### config.mk
export PLATFORM = sky130hd
export DESIGN_NAME = spq_cell
export DESIGN_NICKNAME = d
export VERILOG_FILES = /design/src/rtl/sorted_priority_packet_queue_macros.svh /design/src/rtl/spq_pkg.sv /design/src/rtl/spq_cell.sv
export SDC_FILE = /design/constraint.sdc
export NUM_CORES = 1
export LEC_CHECK = 0
export ABC_AREA = 0
export BUFFER_PORTS_ARGS = -buffer_cell sky130_fd_sc_hd__buf_4
export CAP_MARGIN = 5
export CORE_ASPECT_RATIO = 0.6
export CORE_MARGIN = 1.5
export CORE_UTILIZATION = 45
export CTS_BUF_LIST = sky130_fd_sc_hd__clkbuf_16
export CTS_CLUSTER_DIAMETER = 100
export DETAILED_ROUTE_END_ITERATION = 8
export GPL_TIMING_DRIVEN = 1
export PLACE_DENSITY = 0.88
export SETUP_SLACK_MARGIN = 0.3
export SYNTH_ARGS = -nofsm -noshare
export SYNTH_HDL_FRONTEND = slang
export SYNTH_SLANG_ARGS = --single-unit
### constraint.sdc
create_clock -name clk -period 2.9 [get_ports clk]
set_input_delay 0.435 -clock clk [delete_from_list [all_inputs] [get_ports clk]]
set_output_delay 0.435 -clock clk [all_outputs]
set_load 0.01 [all_outputs]
### src/rtl/sorted_priority_packet_queue_macros.svh
// Assertion macros for the sorted priority packet queue.
// Used by the top level only; expects clk and rst_n in scope.
`ifndef SORTED_PRIORITY_PACKET_QUEUE_MACROS_SVH
`define SORTED_PRIORITY_PACKET_QUEUE_MACROS_SVH

// The condition holds at every clock edge outside reset.
`define SPQ_ASSERT_ALWAYS(lbl, cond) \
  lbl: assert property (@(posedge clk) disable iff (!rst_n) (cond)) \
    else $error("spq assertion failed: invariant");

// The consequence holds in the cycle after the trigger.
`define SPQ_ASSERT_NEXT(lbl, trig, cons) \
  lbl: assert property (@(posedge clk) disable iff (!rst_n) (trig) |=> (cons)) \
    else $error("spq assertion failed: next-cycle check");

`endif

### src/rtl/spq_pkg.sv
// Types, constants and the key order of the sorted priority packet queue.
// No dependencies; used by the interfaces, the cell and the top level.
package spq_pkg;

  localparam int CAPACITY = 64;
  localparam int COUNT_W  = $clog2(CAPACITY + 1);
  localparam int ID_W     = 16;
  localparam int PRIO_W   = 8;

  typedef enum logic {
    OP_INSERT = 1'b0,
    OP_REMOVE = 1'b1
  } spq_opcode_t;

  typedef enum logic [1:0] {
    ST_OK    = 2'd0,
    ST_FULL  = 2'd1,
    ST_EMPTY = 2'd2
  } spq_status_t;

  typedef struct packed {
    logic [ID_W-1:0]   id;
    logic [PRIO_W-1:0] prio;
  } spq_entry_t;

  typedef struct packed {
    logic ins;
    logic rem;
  } spq_ctrl_t;

  // True when entry a must be served before entry b.
  function automatic logic key_before(spq_entry_t a, spq_entry_t b);
    logic res;
    if (a.prio != b.prio) begin
      res = (a.prio < b.prio);
    end else begin
      res = (a.id <= b.id);
    end
    return res;
  endfunction

endpackage

### src/rtl/spq_cell.sv
// One storage cell of the sorted chain: holds one entry and shifts with its neighbors.
// Depends on spq_pkg.
module spq_cell (
  input  logic              clk,
  input  spq_pkg::spq_ctrl_t  ctrl_i,
  input  spq_pkg::spq_entry_t new_i,
  input  spq_pkg::spq_entry_t left_i,
  input  spq_pkg::spq_entry_t right_i,
  input  logic              occ_i,
  input  logic              before_left_i,
  output logic              before_o,
  output spq_pkg::spq_entry_t entry_o
);
  import spq_pkg::*;

  spq_entry_t entry_r;
  spq_entry_t entry_nxt;

  assign before_o = !occ_i || key_before(new_i, entry_r);
  assign entry_o  = entry_r;

  always_comb begin
    entry_nxt = entry_r;
    if (ctrl_i.rem) begin
      entry_nxt = right_i;
    end else if (ctrl_i.ins) begin
      if (before_left_i) begin
        entry_nxt = left_i;
      end else if (before_o) begin
        entry_nxt = new_i;
      end
    end
  end

  always_ff @(posedge clk) begin
    entry_r <= entry_nxt;
  end
endmodule

=== Yosys cells after proc, flatten, opt, wreduce, memory -nomap -nowiden ===
Cells that the tools add are included.

* Flip-flop bits (word level): 24
* Output and inout bits: 25
* Input port bits: 77
* Logic and storage cells: 15

* Mux-type cells: 5
* Reductions and logical operators: 5
* $lt $le $gt $ge: 2
* Equal/unequal tests: 1

{| class="wikitable"
|+ Operators by type and width
! operator !! count
|-
| 24-bit two-way mux || 4
|-
| 16-bit less-or-equal comparator || 1
|-
| 8-bit < comparator || 1
|-
| 8-bit inequality test || 1
|-
| 3-bit nonzero test || 1
|-
| 2-bit AND reduction || 1
|-
| 2-bit nonzero test || 1
|-
| 1-bit logical NOT || 1
|-
| 1-bit logical OR || 1
|-
| 1-bit two-way mux || 1
|}

=== Depth between registers and ports, before layout ===
* Word-level depth: 7
* Depth in mapped cells: 7
* Mapped depth without buffers: 7

=== Least setup slack after synthesis ===
OpenSTA, ideal clock, no wires.

* Path kind: in2reg
* From: input new_i[21] (netlist name)
* To: register entry_r (netlist bit entry_o[0]) (enable)
* Arrival: 2.226 ns
* Buffers on the path: 0
* Stages: 6
* Slack: 0.291 ns
* Library setup time: 0.382 ns
* Path through: ha_1 > nand4_2 > or4_4 > nand4b_1 > a31o_1 > a31o_1

* Longest elaborated chain between the ends: 5

{| class="wikitable"
|+ RTL lines
! element !! line !! text
|-
| start, declared || spq_cell.sv:6 || <nowiki>input spq_pkg::spq_entry_t new_i,</nowiki>
|-
| 16-bit less-or-equal comparator || spq_pkg.sv:37 || <nowiki>res = (a.id <= b.id);</nowiki>
|-
| 1-bit two-way mux || spq_pkg.sv:34 || <nowiki>if (a.prio != b.prio) begin</nowiki>
|-
| 1-bit logical OR || spq_cell.sv:19 || <nowiki>assign before_o = !occ_i || key_before(new_i, entry_r);</nowiki>
|-
| 3-bit nonzero test (no source line) || -- ||
|-
| 2-bit AND reduction (no source line) || -- ||
|-
| end signal, assigned || spq_cell.sv:36 || <nowiki>entry_r <= entry_nxt;</nowiki>
|-
| end, declared || spq_cell.sv:16 || <nowiki>spq_entry_t entry_r;</nowiki>
|}

No other way between the ends.
A chain may end at the register's enable or synchronous reset.

=== Worst setup path after layout ===
* From: register entry_r (netlist bit entry_o[21])
* To: output before_o

* Longest elaborated chain between the ends: 3

{| class="wikitable"
|+ RTL lines
! element !! line !! text
|-
| 16-bit less-or-equal comparator || spq_pkg.sv:37 ||
|-
| 1-bit two-way mux || spq_pkg.sv:34 ||
|-
| 1-bit logical OR || spq_cell.sv:19 ||
|-
| end, declared || spq_cell.sv:11 || <nowiki>output logic before_o,</nowiki>
|}

No other way between the ends.

==> results by group <==
Power and ir drop
  • Overall power: 1.13 mW
  • Cell Pwr Density: 398 nW/um^2
  • P_leak: 1.40 nW
  • Worst IR drop on VDD: 0.283 mV

Logic synthesis
  • Synth Area in XOR/XNOR: 0%
  • Primary FF master, synth: edfxtp_1
  • Adder-cell share of the synthesized area: 16.1%
  • Sequential share of the synthesized area: 38.6%
  • Cells after Synth: 196
  • Fraction of registers with async set/reset: 0%
  • #FFs+latches synth: 24
  • Syn Nets: 297
  • Synth warn: 0
  • Largest family of logic cells by synthesized area: adder cells
  • Post-Synth Simple-Gate Area: 11.3%
  • Syn_area_per_cell: 9.52 um^2
  • Number of flops mapped to enable cells by yosys: 24
  • Cell Area, Synth: 1870 um^2
  • Synth Area in Compound Gates: 14.3%
  • Post-synth cell types: 25
  • Mux share of post-synthesis cell area: 12.9%

Flow run
  • Max cap viols: 0

STA
  • Final Hold Vio Count: 0
  • Fmax: 0.395 GHz
  • Final Setup Violations: 0
  • Pins Over Slew Limit: 0
  • Slew @ Worst Pin: 456 ps
  • Min Clock Period, post-route: 2530 ps
  • Worst rel slew slack: 69.6%
  • Setup TNS: 0 ps
  • Clock Skews: 6.02 ps
  • Period utilisation layout: 87.3%
  • RSZ-0062 raised after global routing: false

Detailed routing
  • Via-to-Cell Ratio: 5.16
  • DR pass1 iterations: 4
  • Remaining antenna violation count: 0
  • DRC viols: 0
  • DRT Wirelength: 4940 um
  • Via count: 1,786
  • Iter 0 DRT Violations: 70
  • Routed wire per std cell: 14.3 um

Layout
  • Flip-flop count of the largest register after layout: 24
  • Final design instance area without fill: 2840 um^2
  • Final Util: 74.5%
  • Reg area: 721 um^2
  • Area delta synth->final: 52.1%
  • Antenna diodes: 0
  • Nets: 401
  • Layout cells sized above 1: 39.8%
  • Fillers: 294
  • Commonest non-fill, non-tap cell in the layout: buf_4
  • Most frequent cells in the layout: 107 x buf_4, 30 x nand2_1, 25 x inv_1, 25 x o21ai_1
  • Footprint of the multi-input gates: 1080 um^2

GRT
  • Total global-route track usage: 21.4%
  • Largest net degree at the start of global routing: 50
  • Initial antenna violation count: 0
  • First-pass GRT wire length: 7350 um
  • Grt total ovfl: 0
  • Vias in the first global route: 1,616

Placement
  • Placed cell area: 2660 um^2
  • RD Place Congestion: 0.711
  • HPWL Detailed: 3970 um
  • Buffers on Ports: 101

Clock network
  • Hold buffers post-CTS: 0
  • Root Driver: clkbuf_16
  • H-tree Lvls: 1
  • Clk buf depth: 2
  • Clock transition at path regs: 60 ps
  • CTS tree: yes
  • Clock sinks: 24
  • Num CTS Buffers: 3
  • Worst-Skew Late Latency: 260 ps

Setup path
  • Critical path fanouts, max: 4
  • Crit path kind: flip-flop to primary output
  • Crit-path slowest cell: or4_4
  • Crit end category: primary output
  • Worst-path cell chain: inv_1 > ha_4 > nand4_4 > or4_4 > nand2_1 > a31oi_1 > o21ai_1 > buf_4
  • CP Data Required Time: 2470 ps
  • Worst EP arrival: 2100 ps
  • Worst setup SP type: flip-flop
  • Critical path's largest stage delay: 550 ps
  • Flop2flop setup slack: 600 ps

Die
  • Core Area: 3810 um^2
  • Std cell rows: 17
  • Starting Density: 49.0%
  • DIE AREA: 4550 um^2
  • Width of the die: 86.1 um
  • Height of the die: 52.9 um
  • # IOs: 102

Worst hold path
  • Worst Hold Class: input port to flip-flop

Run status
  • Outcome: finished, final reports clean
cells in the mapped netlist (all sizes together) (2+ instances only):
cell | instances | share of area, %
inv | 25 | 5.0
mux2i | 24 | 13
o21ai | 29 | 7.8
nand2 | 30 | 6.0
a211o | 2 | 0.94
ha | 24 | 16
a31o | 2 | 0.94
nor2b | 2 | 0.67
buf | 4 | 1.0
a21oi | 9 | 2.4
clkbuf | 4 | 0.80
nor2 | 2 | 0.40
edfxtp | 24 | 39
o211ai | 2 | 0.80
nand4 | 6 | 2.3
report_power, final:
part	switching [mW]	internal, mW	leakage [nW]
clock network	0.111	0.184	0.0385
logic	0.179	0.207	1.12
registers	0.0202	0.427	0.248
final timing paths:
check / cells past startpoint / to / start
worst min-delay path: 3 / entry_o[17] / right_i[17]
worst min register to register: 7 / entry_o[17] / entry_o[0]
worst max register to register: 8 / entry_o[6] / entry_o[21]
worst max-delay path: 8 / before_o / entry_o[21]
critical path: cells and delay by family, from the launching register on:
family / cells / cell delay, ps
simple gates: 3 / 750
fa+ha+maj: 1 / 290
compound gates: 2 / 200
flops: 1 / 370
buf+inv: 2 / 220
kinds of logic (layout without fill, tap and decap cells):
| group | count (synthesis) | count (layout) |
|---|---|---|
| compound gates | 47 | 47 |
| simple gates | 44 | 44 |
| buf+inv | 33 | 136 |
| mux | 24 | 24 |
| fa+ha+maj | 24 | 24 |
| flops | 24 | 24 |
metrics by stage:
| stage | worst slack (ps) | hold WS, ps | instances |
|---|---|---|---|
| global route | 287 | 468 | 346 |
| finish | 370 | 460 | 346 |
| CTS | 314 | 459 | 342 |
| global placement | 465 | 722 | 338 |
| floorplan | 511 | 629 | 196 |
| detailed placement | 410 | 724 | 338 |
cell type report:
type	count	area share, %
Inverter	25	3.31
Timing Repair Buffer	107	28.3
Clock inverter	1	0.132
Clock buffer	3	2.65
Sequential cell	24	25.4
Tap cell	47	2.07
Multi-Input combinational cell	139	38.1
routing by layer:
layer  share of wire (%)  track usage, %  vias to the layer above
li1                    -               -                      916
met2                  45            35.2                       69
met4                   0            2.42                        0
met3                 8.7            6.86                        0
met1                  47            28.7                      801
met5                   0               0                        -
what timing repair did:
item                       CTS  global route
setup endpoints to repair    0             1
setup buffers                0             4
gates resized for setup      0             6
No activity file was read; power rests on OpenSTA's default activity.
